### config.mk
export PLATFORM = sky130hd
export DESIGN_NAME = forward_int_dct4x4_level_shift_core
export DESIGN_NICKNAME = d
export VERILOG_FILES = /design/src/rtl/fidct_pkg.sv /design/src/rtl/forward_int_dct4x4_level_shift_core.sv
export SDC_FILE = /design/constraint.sdc
export NUM_CORES = 1
export LEC_CHECK = 0
export BUFFER_PORTS_ARGS = -buffer_cell sky130_fd_sc_hd__buf_2
export CAP_MARGIN = 5
export CELL_PAD_IN_SITES_DETAIL_PLACEMENT = 1
export CELL_PAD_IN_SITES_GLOBAL_PLACEMENT = 1
export CORE_MARGIN = 1
export CORE_UTILIZATION = 42
export CTS_BUF_LIST = sky130_fd_sc_hd__clkbuf_8 sky130_fd_sc_hd__clkbuf_16
export DETAILED_ROUTE_END_ITERATION = 10
export HOLD_SLACK_MARGIN = 0.15
export MAX_ROUTING_LAYER = met4
export PLACE_DENSITY = 0.78
export SLEW_MARGIN = 15
export SYNTH_ARGS = -nofsm -noshare
export SYNTH_HDL_FRONTEND = slang
export SYNTH_SLANG_ARGS = --single-unit
### constraint.sdc
create_clock -name clk_i -period 33.1 [get_ports clk_i]
set_clock_uncertainty 0.05 [all_clocks]
set_input_delay 3.31 -clock clk_i [delete_from_list [all_inputs] [get_ports clk_i]]
set_output_delay 3.31 -clock clk_i [all_outputs]
set_load 0.01 [all_outputs]
### src/rtl/fidct_pkg.sv
// Shared types, constants and arithmetic helpers for the 4x4 forward integer
// transform with level shift. No dependencies; imported by the core module.
`default_nettype none

package fidct_pkg;

  localparam int PixelW      = 8;
  localparam int RowW        = 11;   // row-pass results
  localparam int WideW       = 14;   // working width of both passes
  localparam int CoefW       = 13;   // final coefficients
  localparam int LevelOffset = 128;
  localparam int InDataW     = 4 * PixelW;
  localparam int OutDataW    = ((4 * CoefW + 7) / 8) * 8;

  typedef logic        [PixelW-1:0] pixel_t;
  typedef logic signed [RowW-1:0]   rowv_t;
  typedef logic signed [WideW-1:0]  wide_t;
  typedef logic signed [CoefW-1:0]  coef_t;
  typedef wide_t [3:0]              wide4_t;

  // Four-point core transform with weights
  // (1,1,1,1 / 2,1,-1,-2 / 1,-1,-1,1 / 1,-2,2,-1).
  function automatic wide4_t core4(input wide4_t x);
    wide_t  s03;
    wide_t  s12;
    wide_t  d03;
    wide_t  d12;
    wide4_t y;
    s03  = x[0] + x[3];
    s12  = x[1] + x[2];
    d03  = x[0] - x[3];
    d12  = x[1] - x[2];
    y[0] = s03 + s12;
    y[1] = (d03 <<< 1) + d12;
    y[2] = s03 - s12;
    y[3] = d03 - (d12 <<< 1);
    return y;
  endfunction

  // Level shift of an unsigned pixel into the working width.
  function automatic wide_t level_shift(input pixel_t p);
    return wide_t'({{(WideW-PixelW){1'b0}}, p}) - wide_t'(LevelOffset);
  endfunction

  // (v + 1) >> 1 with floor rounding.
  function automatic coef_t round_half(input wide_t v);
    logic signed [WideW:0] t;
    t = {v[WideW-1], v} + {{WideW{1'b0}}, 1'b1};
    return t[CoefW:1];
  endfunction

endpackage

`default_nettype wire

### src/rtl/forward_int_dct4x4_level_shift_core.sv
// Top level of the 4x4 forward integer transform with level shift.
// Depends on fidct_pkg for types, the core transform and rounding.
`default_nettype none

//  Channel   | Direction | Contents of one word
//  ----------+-----------+------------------------------------------------------
//  s_axis    | in        | tdata: pixel_0..pixel_3, one row of four pixels
//  m_axis    | out       | tdata: coef_0..coef_3, tuser: coef_row, tlast: last_row
//
//  Each accepted input word is written by the row pass into the transpose
//  store at that edge. The fourth row sets the pending column pass flag; the
//  column pass then fills the four-row output buffer once it is free, and the
//  buffer drains one word per cycle while m_axis_tready_i is high.
//  The column pass waits while the output buffer still holds rows other than
//  a departing last row, and input stalls only during that wait.
//  Reset clears the row counter and all valid flags; data registers are
//  left unreset.

module forward_int_dct4x4_level_shift_core
  import fidct_pkg::*;
(
  input  wire logic                clk_i,
  input  wire logic                rst_ni,
  input  wire logic                s_axis_tvalid_i,
  output      logic                s_axis_tready_o,
  // Fields from bit 0 up: pixel_0 [7:0], pixel_1, pixel_2, pixel_3 [31:24].
  input  wire logic [InDataW-1:0]  s_axis_tdata_i,
  output      logic                m_axis_tvalid_o,
  input  wire logic                m_axis_tready_i,
  // Fields from bit 0 up: coef_0 [12:0], coef_1, coef_2, coef_3 [51:39],
  // zero padding [55:52].
  output      logic [OutDataW-1:0] m_axis_tdata_o,
  // Fields from bit 0 up: coef_row [1:0].
  output      logic [1:0]          m_axis_tuser_o,
  output      logic                m_axis_tlast_o
);

  // Row counter, transpose store and pending column pass flag.
  logic [1:0] row_cnt_q, row_cnt_d;
  rowv_t      store_q [4][4];
  logic       col_go_q, col_go_d;

  // Output buffer of four coefficient rows.
  coef_t      coef_q [4][4];
  logic       out_valid_q, out_valid_d;
  logic [1:0] out_row_q, out_row_d;

  logic   in_fire;
  logic   out_fire;
  logic   buf_free;
  logic   load;
  wide4_t px;
  wide4_t row_res;
  coef_t  coef_d [4][4];

  assign out_fire = m_axis_tvalid_o && m_axis_tready_i;

  // The buffer can take a new block when it is empty or its last row leaves now.
  assign buf_free = !out_valid_q || (out_fire && (out_row_q == 2'd3));
  assign load     = col_go_q && buf_free;

  // While a column pass waits, the store must keep the finished block.
  assign s_axis_tready_o = !col_go_q || buf_free;
  assign in_fire         = s_axis_tvalid_i && s_axis_tready_o;

  // Row pass: level shift and core transform of the incoming row.
  always_comb begin
    for (int i = 0; i < 4; i++) begin
      px[i] = level_shift(s_axis_tdata_i[i*PixelW +: PixelW]);
    end
    row_res = core4(px);
  end

  // Column pass over the stored block, then rounding.
  always_comb begin
    wide4_t col;
    wide4_t res;
    for (int j = 0; j < 4; j++) begin
      for (int i = 0; i < 4; i++) begin
        col[i] = wide_t'(store_q[i][j]);
      end
      res = core4(col);
      for (int i = 0; i < 4; i++) begin
        coef_d[i][j] = round_half(res[i]);
      end
    end
  end

  always_comb begin
    row_cnt_d   = row_cnt_q;
    col_go_d    = col_go_q;
    out_valid_d = out_valid_q;
    out_row_d   = out_row_q;
    if (out_fire) begin
      out_row_d = out_row_q + 2'd1;
      if (out_row_q == 2'd3) begin
        out_valid_d = 1'b0;
      end
    end
    if (load) begin
      col_go_d    = 1'b0;
      out_valid_d = 1'b1;
      out_row_d   = 2'd0;
    end
    if (in_fire) begin
      row_cnt_d = row_cnt_q + 2'd1;
      if (row_cnt_q == 2'd3) begin
        col_go_d = 1'b1;
      end
    end
  end

  always_ff @(posedge clk_i or negedge rst_ni) begin
    if (!rst_ni) begin
      row_cnt_q   <= 2'd0;
      col_go_q    <= 1'b0;
      out_valid_q <= 1'b0;
      out_row_q   <= 2'd0;
    end else begin
      row_cnt_q   <= row_cnt_d;
      col_go_q    <= col_go_d;
      out_valid_q <= out_valid_d;
      out_row_q   <= out_row_d;
    end
  end

  // Transpose store: one row written per accepted word.
  always_ff @(posedge clk_i) begin
    if (in_fire) begin
      for (int j = 0; j < 4; j++) begin
        store_q[row_cnt_q][j] <= row_res[j][RowW-1:0];
      end
    end
  end

  always_ff @(posedge clk_i) begin
    if (load) begin
      coef_q <= coef_d;
    end
  end

  assign m_axis_tvalid_o = out_valid_q;
  assign m_axis_tuser_o  = out_row_q;
  assign m_axis_tlast_o  = (out_row_q == 2'd3);
  assign m_axis_tdata_o  = {{(OutDataW - 4*CoefW){1'b0}},
                            coef_q[out_row_q][3], coef_q[out_row_q][2],
                            coef_q[out_row_q][1], coef_q[out_row_q][0]};

  // The fourth row of a block always schedules a column pass.
  a_row3_schedules: assert property (@(posedge clk_i) disable iff (!rst_ni)
    (in_fire && (row_cnt_q == 2'd3)) |=> col_go_q)
    else $error("fourth row accepted without a column pass");

  // While a column pass is pending, no row of the next block has entered.
  a_pending_holds_store: assert property (@(posedge clk_i) disable iff (!rst_ni)
    col_go_q |-> (row_cnt_q == 2'd0))
    else $error("store overwritten while a column pass is pending");

  // A pending pass that cannot load keeps waiting.
  a_pending_waits: assert property (@(posedge clk_i) disable iff (!rst_ni)
    (col_go_q && !buf_free) |=> (col_go_q && out_valid_q))
    else $error("column pass lost while the buffer was busy");

  // Rows of a block leave in order.
  a_row_order: assert property (@(posedge clk_i) disable iff (!rst_ni)
    (out_fire && (out_row_q != 2'd3)) |=>
      (out_valid_q && (out_row_q == $past(out_row_q) + 2'd1)))
    else $error("coefficient rows out of order");

  // After the last row leaves, the buffer refills only from a pending pass.
  a_refill_source: assert property (@(posedge clk_i) disable iff (!rst_ni)
    (out_fire && (out_row_q == 2'd3)) |=> (out_valid_q == $past(col_go_q)))
    else $error("output buffer refilled without a column pass");

endmodule

`default_nettype wire
==> results of run 1 <==
## logic make-up after synthesis
kind of cell	Yosys count	synth area share [%]
other	1	0.01159
multiplexers	54	3.686
AO/OA/AOI/OAI	692	14.19
XOR/XNOR	341	9.255
buffers and inverters	465	5.484
AND/OR/NAND/NOR	601	8.981
flip-flops	386	35.74
adder cells (fa/ha/maj)	562	22.66
## stage by stage
stage / utilization, % / hold WS [ns] / setup slack [ns]
floorplan: - / 0.4459 / 19.70
global placement: 44.69 / 0.4919 / 25.56
detailed placement: 44.69 / 0.5127 / 25.51
CTS: 46.44 / 0.5305 / 25.52
global route: 46.44 / 0.5449 / 25.41
finish: 46.44 / 0.5250 / 25.54
## worst max-delay path by stage
| stage | from | endpoint | cells past startpoint |
|---|---|---|---|
| after floorplan | m_axis_tready_i | coef_q[0] | 2 |
| after global placement | m_axis_tready_i | s_axis_tready_o | 4 |
| after detailed placement | m_axis_tready_i | s_axis_tready_o | 4 |
| after CTS | m_axis_tready_i | s_axis_tready_o | 4 |
| after global routing | m_axis_tready_i | s_axis_tready_o | 4 |
| final | m_axis_tready_i | s_axis_tready_o | 4 |
## layout make-up
type | count | share of cell area, %
clock buffer | 44 | 3.116
clock inverter | 34 | 0.6375
antenna | 1 | 0.007083
sequential | 386 | 32.74
inverter | 419 | 4.452
multi-input combinational | 2254 | 53.89
tap | 1030 | 3.648
timing repair buffer | 102 | 1.516
## worst reg2reg max path, cell delays in order (launching register included)
cell,delay (ns)
sky130_fd_sc_hd__edfxtp_1,0.40
sky130_fd_sc_hd__ha_1,0.25
sky130_fd_sc_hd__fa_1,0.42
sky130_fd_sc_hd__a21oi_1,0.18
sky130_fd_sc_hd__nor2_1,0.07
sky130_fd_sc_hd__o21ai_0,0.18
sky130_fd_sc_hd__a21oi_1,0.12
sky130_fd_sc_hd__o211ai_1,0.33
sky130_fd_sc_hd__a2111oi_0,0.18
sky130_fd_sc_hd__a211oi_1,0.48
sky130_fd_sc_hd__ha_1,0.41
sky130_fd_sc_hd__ha_1,0.37
sky130_fd_sc_hd__inv_1,0.05
sky130_fd_sc_hd__a2111oi_0,0.60
sky130_fd_sc_hd__o21ai_0,0.26
sky130_fd_sc_hd__a22o_1,0.23
## sequential cells by signal (all words and copies together), names as in the netlist
register,count
coef_q,208
col_go_q,1
m_axis_tuser_o,2
m_axis_tvalid_o,1
row_cnt_q,2
store_q,172
## layer usage
layer | global-route usage, % | routed length (um) | up-vias
met2 | 35.51 | 37840 | 262
met3 | 2.444 | 2440 | 93
met4 | 5.128 | 1838 | 0
li1 | - | - | 11150
met5 | - | 0 | -
met1 | 26.18 | 36240 | 11120
## layout by cell type, fill, tap and decap left out, drive strengths merged, types with 87 or more instances in the layout
| cell | n |
|---|---|
| o21ai | 115 |
| buf | 102 |
| a21oi | 236 |
| inv | 428 |
| nor2 | 189 |
| xor2 | 87 |
| xnor2 | 254 |
| edfxtp | 380 |
| nand2 | 126 |
| ha | 521 |
==> impl_metrics.ini, run 1 <==
[outcome]
run_status = complete, no violations

[clock_tree]
clkLatencyLatePin_ns = 0.58
cts_buffers = 43
postCtsHoldBufs = 0
clkSinkCount = 386
cts_tree = built
post_cts_buffers = 0
cts_root_buf = sky130_fd_sc_hd__clkbuf_16
maximum_level_of_the_cts_h_tree = 2
worst_setup_hold_path_clk_slew_ns = 0.06
clockBufferDepth = 3
cts.repair.resized = 0

[sta]
grt_setup_unrepaired = no
slew_headroom_pct = 32.28
timing.final.setup_violations = 0
post-route-min-period_ns = 7.561
min_period_over_period_pct = 22.84
fin_tns_setup_ns = 0
finalHoldViolCount = 0
drv_slew = 0
worst_pin_slew_ns = 1.016
achievable-frequency_mhz = 132.3

[die]
dieArea_um2 = 78140
placeableCoreArea_um2 = 76080
initial_core_util_pct = 42.52
fp-row-count = 101
dieWidth_um = 279.5
num_io_pins = 97
die_height_um = 279.5

[cells_and_area]
areaGrowthSynthToFinish_pct = 9.209
multiInputGateArea_um2 = 19040
fin_area_um2 = 35330
layoutNonFillerInstCount = 4270
design.final.nets = 3803
drive_above_1_share_pct = 8.305
num-fill-cells = 8472
layout.area.seq_um2 = 11570

[global_route]
grt_first_pass_wirelength_um = 126100
grt_start_max_net_pins = 80
grt_util_all_layers_pct = 20.79
vias_in_the_first_global_route = 24320
number_of_antenna_violations_at_the_first_check_in_global_routing = 2
grt-ovfl-total = 0

[setup_path]
crit_family = compound AO/OA/AOI/OAI gates
endpoint_required_time_on_the_critical_path_ns = 29.74
arrival_ns = 4.20
worst_r2r_startpoint = store_q[3][22]
worstSetupStartpointType = input port
critical_path.endpoint_type = output port
critPathSlowestCell = sky130_fd_sc_hd__a21boi_0
crit_path_max_incr_delay_ns = 0.39
critical_path.n_buffers_inverters = 2
timing.critical_path.cells = buf_2, a21boi_0, nand2_1, buf_2
crit_fanout = 6
r2r_setup_slack_ns = 28.27
timing.critical_path.mode_cell = sky130_fd_sc_hd__buf_2
path_class = input port to output port
worst_r2r_path_depth = 15
rr_endpoint = coef_q[90]

[route]
dr.pass1.iters = 5
drt.antenna.violating_nets = 0
vias = 22620
wire_per_inst_um = 18.35
route.detailed.vias_per_inst = 5.298
drt-initial-drc-count = 1167
routed_wl_um = 78360
drcViolationCount = 0

[placed_design]
placed_area_um2 = 34000
routabilityCongestion = 0.8536
placed_cells = 4191
port_buffers = 92
detailedPlacementHpwl_um = 63460

[logic_synthesis]
synth_area_leaders = sky130_fd_sc_hd__edfxtp_1 (35%), sky130_fd_sc_hd__ha_1 (20%), sky130_fd_sc_hd__xnor2_1 (6.8%)
netlist.area_leader.share_pct = 35.27
synth.ff_latch_count = 386
synth_enable_flop_cells = 380
netlist_instances = 3102
synthesis.area_um2 = 32350
syn_area_per_cell_um2 = 10.43
synth_warnings = 0
ys_types = 76
yosysTopAreaCell = sky130_fd_sc_hd__edfxtp_1
async_reset_ff_share_pct = 1.554
ys_seq_area_share_pct = 35.74
synthMostInstantiatedCell = sky130_fd_sc_hd__ha_1
leading_cell_types_by_count_after_synthesis = sky130_fd_sc_hd__ha_1 (521), sky130_fd_sc_hd__inv_1 (415), sky130_fd_sc_hd__edfxtp_1 (380), sky130_fd_sc_hd__xnor2_1 (253), sky130_fd_sc_hd__a21oi_1 (236)
synth-main-ff-cell = sky130_fd_sc_hd__edfxtp_1

[worst_hold_path]
hold-path-endpoint = m_axis_tvalid_o
hold_path_class = flop to flop
hold_path.startpoint = col_go_q
whs_path_cells = 1

[flow_run]
maxCapViolCount = 0
Power of run 1 is left out: the tool's default activity adds up to more than one toggle a clock period on the data nets, which glitch-free logic cannot reach.
==> run 2, diff against run 1 <==
==> constraint.sdc (replaced) <==
create_clock -name clk_i -period 7.8 [get_ports clk_i]
set_clock_uncertainty 0.05 [all_clocks]
set_input_delay 0.78 -clock clk_i [delete_from_list [all_inputs] [get_ports clk_i]]
set_output_delay 0.78 -clock clk_i [all_outputs]
set_load 0.01 [all_outputs]
==> impl_metrics.ini, run 2 (synthesized netlist as in run 1, its figures left out) <==
[outcome]
run_status = complete, no violations

[clock_tree]
clockBufferDepth = 3
worst_setup_hold_path_clk_slew_ns = 0.06
clkLatencyLatePin_ns = 0.60
maximum_level_of_the_cts_h_tree = 2
cts_buffers = 44
cts_tree = built
clkSinkCount = 386
cts_root_buf = sky130_fd_sc_hd__clkbuf_16

[route]
routed_wl_um = 78090
wire_per_inst_um = 18.29
drt.antenna.violating_nets = 0
route.detailed.vias_per_inst = 5.270
dr.pass1.iters = 4
drt-initial-drc-count = 1000
drcViolationCount = 0
vias = 22510

[cells_and_area]
areaGrowthSynthToFinish_pct = 9.375
largest_reg_flops = 208
fin_area_um2 = 35380
antenna_cells = 0
mostFrequentLayoutCell = sky130_fd_sc_hd__ha_1
drive_above_1_share_pct = 8.457
layout_top_registers = coef_q: 208 flops, store_q: 172 flops
num-fill-cells = 8457
regMostFlops = coef_q
layout_common_cells = sky130_fd_sc_hd__ha_1 (521), sky130_fd_sc_hd__inv_1 (417), sky130_fd_sc_hd__edfxtp_1 (380)
layoutNonFillerInstCount = 4270
design.final.nets = 3804

[setup_path]
worst_r2r_path_depth = 16
rr_endpoint = coef_q[38]
arrival_ns = 4.95
endpoint_required_time_on_the_critical_path_ns = 8.08
critical_path.endpoint_type = flop
timing.critical_path.from = store_q[0][23]
path_class = flop to flop
worst_r2r_startpoint = store_q[0][23]
r2r_setup_slack_ns = 3.13
crit_fanout = 6
worstSetupStartpointType = flop

[global_route]
vias_in_the_first_global_route = 24070
grt_start_max_net_pins = 81
number_of_antenna_violations_at_the_first_check_in_global_routing = 1
grt_util_all_layers_pct = 20.58
grt_first_pass_wirelength_um = 125000
grt-ovfl-total = 0

[die]
placeableCoreArea_um2 = 76080
fp-row-count = 101
initial_core_util_pct = 42.52
dieArea_um2 = 78140
dieWidth_um = 279.5
die_height_um = 279.5
num_io_pins = 97

[flow_run]
maxCapViolCount = 0

[placed_design]
placed_cells = 4190
detailedPlacementHpwl_um = 63300
placed_area_um2 = 33990
routabilityCongestion = 0.8661
detailedPlace.worstSlack_ns = 3.173
port_buffers = 92

[sta]
min_period_over_period_pct = 59.87
grt_setup_unrepaired = no
worst_pin_slew_ns = 0.9746
post-route-min-period_ns = 4.670
timing.final.setup_violations = 0
slew_headroom_pct = 35.02
fin_tns_setup_ns = 0
achievable-frequency_mhz = 214.2
drv_slew = 0
finalHoldViolCount = 0
worst_slack_ns = 3.130

[worst_hold_path]
hold_path_class = input port to asynchronous set/reset pin
run 2: cell types whose count changed in the layout (fill, tap and decap cells not counted):
cell and delta:
sky130_fd_sc_hd__diode_2 -1, sky130_fd_sc_hd__dlygate4sd3_1 +1, sky130_fd_sc_hd__inv_16 +1, sky130_fd_sc_hd__buf_4 -1, sky130_fd_sc_hd__clkinv_4 +2, sky130_fd_sc_hd__bufinv_16 +1, sky130_fd_sc_hd__clkinvlp_4 -2, sky130_fd_sc_hd__clkinv_1 -3
sky130_fd_sc_hd__inv_1 -2, sky130_fd_sc_hd__clkinv_2 +4
run 2: final cells by class:
cell class	instances	area, um2	area share, %
Multi-Input combinational cell	2254	19040	53.80
Sequential cell	386	11570	32.69
Inverter	419	1573	4.445
Tap cell	1030	1289	3.642
Clock buffer	44	1101	3.112
Timing Repair Buffer	102	538.0	1.521
Clock inverter	35	279.0	0.7885
run 2: stage by stage:
| stage | hold slack [ns] | utilization (%) |
|---|---|---|
| after global routing | 0.5073 | 46.51 |
| after detailed placement | 0.4986 | 44.68 |
| after global placement | 0.4898 | 44.68 |
| after CTS | 0.4674 | 46.51 |
| after floorplan | 0.4344 | - |
| final | 0.5026 | 46.51 |
run 2: worst max-delay path by stage:
stage / to / slack, ns / cells after the start
floorplan: coef_q[0] / 0.96 / 2
global placement: coef_q[38] / 3.33 / 16
global route: coef_q[38] / 2.80 / 17
finish: coef_q[38] / 3.13 / 16
CTS: coef_q[38] / 3.15 / 16
detailed placement: coef_q[38] / 3.17 / 16
run 2: worst max-delay path, stage by stage (launching register included):
cell,delay (ns)
sky130_fd_sc_hd__edfxtp_1,0.48
sky130_fd_sc_hd__ha_1,0.34
sky130_fd_sc_hd__nor2b_1,0.13
sky130_fd_sc_hd__o21ai_0,0.10
sky130_fd_sc_hd__a21boi_0,0.28
sky130_fd_sc_hd__o21a_1,0.17
sky130_fd_sc_hd__o21ai_0,0.12
sky130_fd_sc_hd__a2111oi_0,0.71
sky130_fd_sc_hd__o21ai_1,0.21
sky130_fd_sc_hd__o31a_1,0.18
sky130_fd_sc_hd__ha_1,0.31
sky130_fd_sc_hd__ha_1,0.38
sky130_fd_sc_hd__and3_1,0.20
sky130_fd_sc_hd__a21oi_1,0.11
sky130_fd_sc_hd__o21ai_0,0.14
sky130_fd_sc_hd__o41ai_1,0.37
sky130_fd_sc_hd__xor2_1,0.12
run 2: timing repair:
item                      CTS  global route
gates resized for setup     0             0
hold buffers                1             0
setup buffers               0             0
hold endpoints to repair    6             0
run 2: per-layer routing:
metal,GRT usage (%),up-vias,wire length (um)
li1,-,11130,-
met1,25.77,11050,36110
met2,36.13,249,38630
met3,1.902,73,2079
met4,4.133,0,1279
met5,-,-,0
Power of run 2 is left out for the same reason.
==> run 3, diff against run 2 <==
--- a/config.mk
+++ b/config.mk
@@ -15,7 +15,7 @@
 export DETAILED_ROUTE_END_ITERATION = 10
 export HOLD_SLACK_MARGIN = 0.15
 export MAX_ROUTING_LAYER = met4
-export PLACE_DENSITY = 0.78
+export PLACE_DENSITY = 0.81
 export SLEW_MARGIN = 15
 export SYNTH_ARGS = -nofsm -noshare
 export SYNTH_HDL_FRONTEND = slang
==> constraint.sdc (replaced) <==
create_clock -name clk_i -period 4.1 [get_ports clk_i]
set_clock_uncertainty 0.05 [all_clocks]
set_input_delay 0.41 -clock clk_i [delete_from_list [all_inputs] [get_ports clk_i]]
set_output_delay 0.41 -clock clk_i [all_outputs]
set_load 0.01 [all_outputs]
==> impl_metrics.ini, run 3 (synthesized netlist as in run 1, its figures left out) <==
[outcome]
run_status = complete, no violations

[placed_design]
detailedPlacementHpwl_um = 65380
routabilityCongestion = 0.8700
port_buffers = 92

[route]
wire_per_inst_um = 19.11
route.detailed.vias_per_inst = 5.341
drt.antenna.violating_nets = 0
dr.pass1.iters = 5
drt-initial-drc-count = 1130
routed_wl_um = 85210
vias = 23820
drcViolationCount = 0

[setup_path]
crit_fanout = 4
worstSetupStartpointType = flop
critPathSlowestCell = sky130_fd_sc_hd__edfxtp_1
arrival_ns = 4.34
critical_path.n_buffers_inverters = 3
crit_family = compound AO/OA/AOI/OAI gates
crit_path_max_incr_delay_ns = 0.42
endpoint_required_time_on_the_critical_path_ns = 4.37
timing.critical_path.cells = buf_4, ha_4, fa_2, a21oi_2, nor2_1, o21ai_0, a21oi_1, o21ai_0, buf_4, nand2_1, xnor2_1, ha_1, inv_1, ha_4, a21oi_2, o21ai_2, a311o_1, xor2_1
critical_path.endpoint_type = flop
path_class = flop to flop

[die]
dieArea_um2 = 78140
die_height_um = 279.5
placeableCoreArea_um2 = 76080
dieWidth_um = 279.5
fp-row-count = 101
initial_core_util_pct = 42.52
num_io_pins = 97

[global_route]
grt_start_max_net_pins = 105
grt_util_all_layers_pct = 21.73
vias_in_the_first_global_route = 25390
number_of_antenna_violations_at_the_first_check_in_global_routing = 1
grt_first_pass_wirelength_um = 131900
grt-ovfl-total = 0

[clock_tree]
cts_buffers = 43
cts_root_buf = sky130_fd_sc_hd__clkbuf_16
clkLatencyLatePin_ns = 0.60
clkSinkCount = 386
cts_tree = built
clockBufferDepth = 3
worst_setup_hold_path_clk_slew_ns = 0.06
maximum_level_of_the_cts_h_tree = 2

[sta]
timing.final.setup_violations = 0
slew_headroom_pct = 41.47
finalHoldViolCount = 0
min_period_over_period_pct = 99.15
drv_slew = 0
post-route-min-period_ns = 4.065
worst_pin_slew_ns = 0.8780
achievable-frequency_mhz = 246.0

[cells_and_area]
largest_reg_flops = 208
areaGrowthSynthToFinish_pct = 17.85
drive_above_1_share_pct = 19.19
mostFrequentLayoutCell = sky130_fd_sc_hd__ha_1
design.final.nets = 3994
regMostFlops = coef_q
layout_common_cells = sky130_fd_sc_hd__ha_1 (482), sky130_fd_sc_hd__inv_1 (412), sky130_fd_sc_hd__edfxtp_1 (380)
final_util_pct = 50.12
layout_top_registers = coef_q: 208 flops, store_q: 172 flops
num-fill-cells = 8304
antenna_cells = 0

[flow_run]
maxCapViolCount = 0

[worst_hold_path]
hold_path_class = input port to flop
## run 3: area by class of cell
cell class	count	area [um2]	share of cell area [%]
clock buffers	44	1101	2.888
clock inverters	33	342.8	0.8992
inverters	419	1573	4.125
multi-input cells	2254	20210	53.02
flip-flops and latches	386	11570	30.34
well taps	1030	1289	3.380
repair buffers	293	2039	5.349
## run 3: worst min-delay path: stages
cell and delay [ns]:
sky130_fd_sc_hd__buf_2 0.10, sky130_fd_sc_hd__and2_1 0.21, sky130_fd_sc_hd__xnor2_1 0.08
## run 3: per-stage QoR
stage               instance area (um2)  hold WS, ns  worst slack [ns]  cells  setup TNS, ns
finish                            38130       0.2229           0.03474   4459              0
global route                      38130       0.2397           -0.1711   4459         -1.740
CTS                               36980       0.1925          -0.01574   4420       -0.01574
detailed placement                35110       0.1969           -0.2180   4329         -2.139
global placement                  35110       0.1918          -0.07561   4329        -0.2334
floorplan                         32380      0.06441           -0.1838   3105         -38.22
## run 3: worst paths after layout
| check | end | start | slack [ns] | depth (start not counted) |
|---|---|---|---|---|
| min in group asynchronous | m_axis_tuser_o[0] | rst_ni | 0.73 | 3 |
| worst min-delay path | row_cnt_q[0] | s_axis_tvalid_i | 0.22 | 3 |
| worst min register to register | m_axis_tvalid_o | col_go_q | 0.50 | 1 |
| max in group asynchronous | m_axis_tuser_o[0] | rst_ni | 3.02 | 3 |
| worst max-delay path | coef_q[101] | store_q[0][33] | 0.03 | 18 |
| worst max register to register | coef_q[101] | store_q[0][33] | 0.03 | 18 |
## run 3: timing repair
item,CTS,global route
setup buffers,11,39
endpoints found under the setup margin,30,48
hold endpoints to repair,7,0
hold buffers,3,0
resized for setup,72,189
gates cloned,0,0
pin swaps,31,93
## run 3: metal layers
layer	up-vias	share of wire (%)	track usage, %
li1	11530	-	-
met1	11790	43	26.00
met2	373	52	39.04
met3	123	3.2	2.277
met4	0	2.2	5.170
met5	-	0	-
Power of run 3 is left out for the same reason.
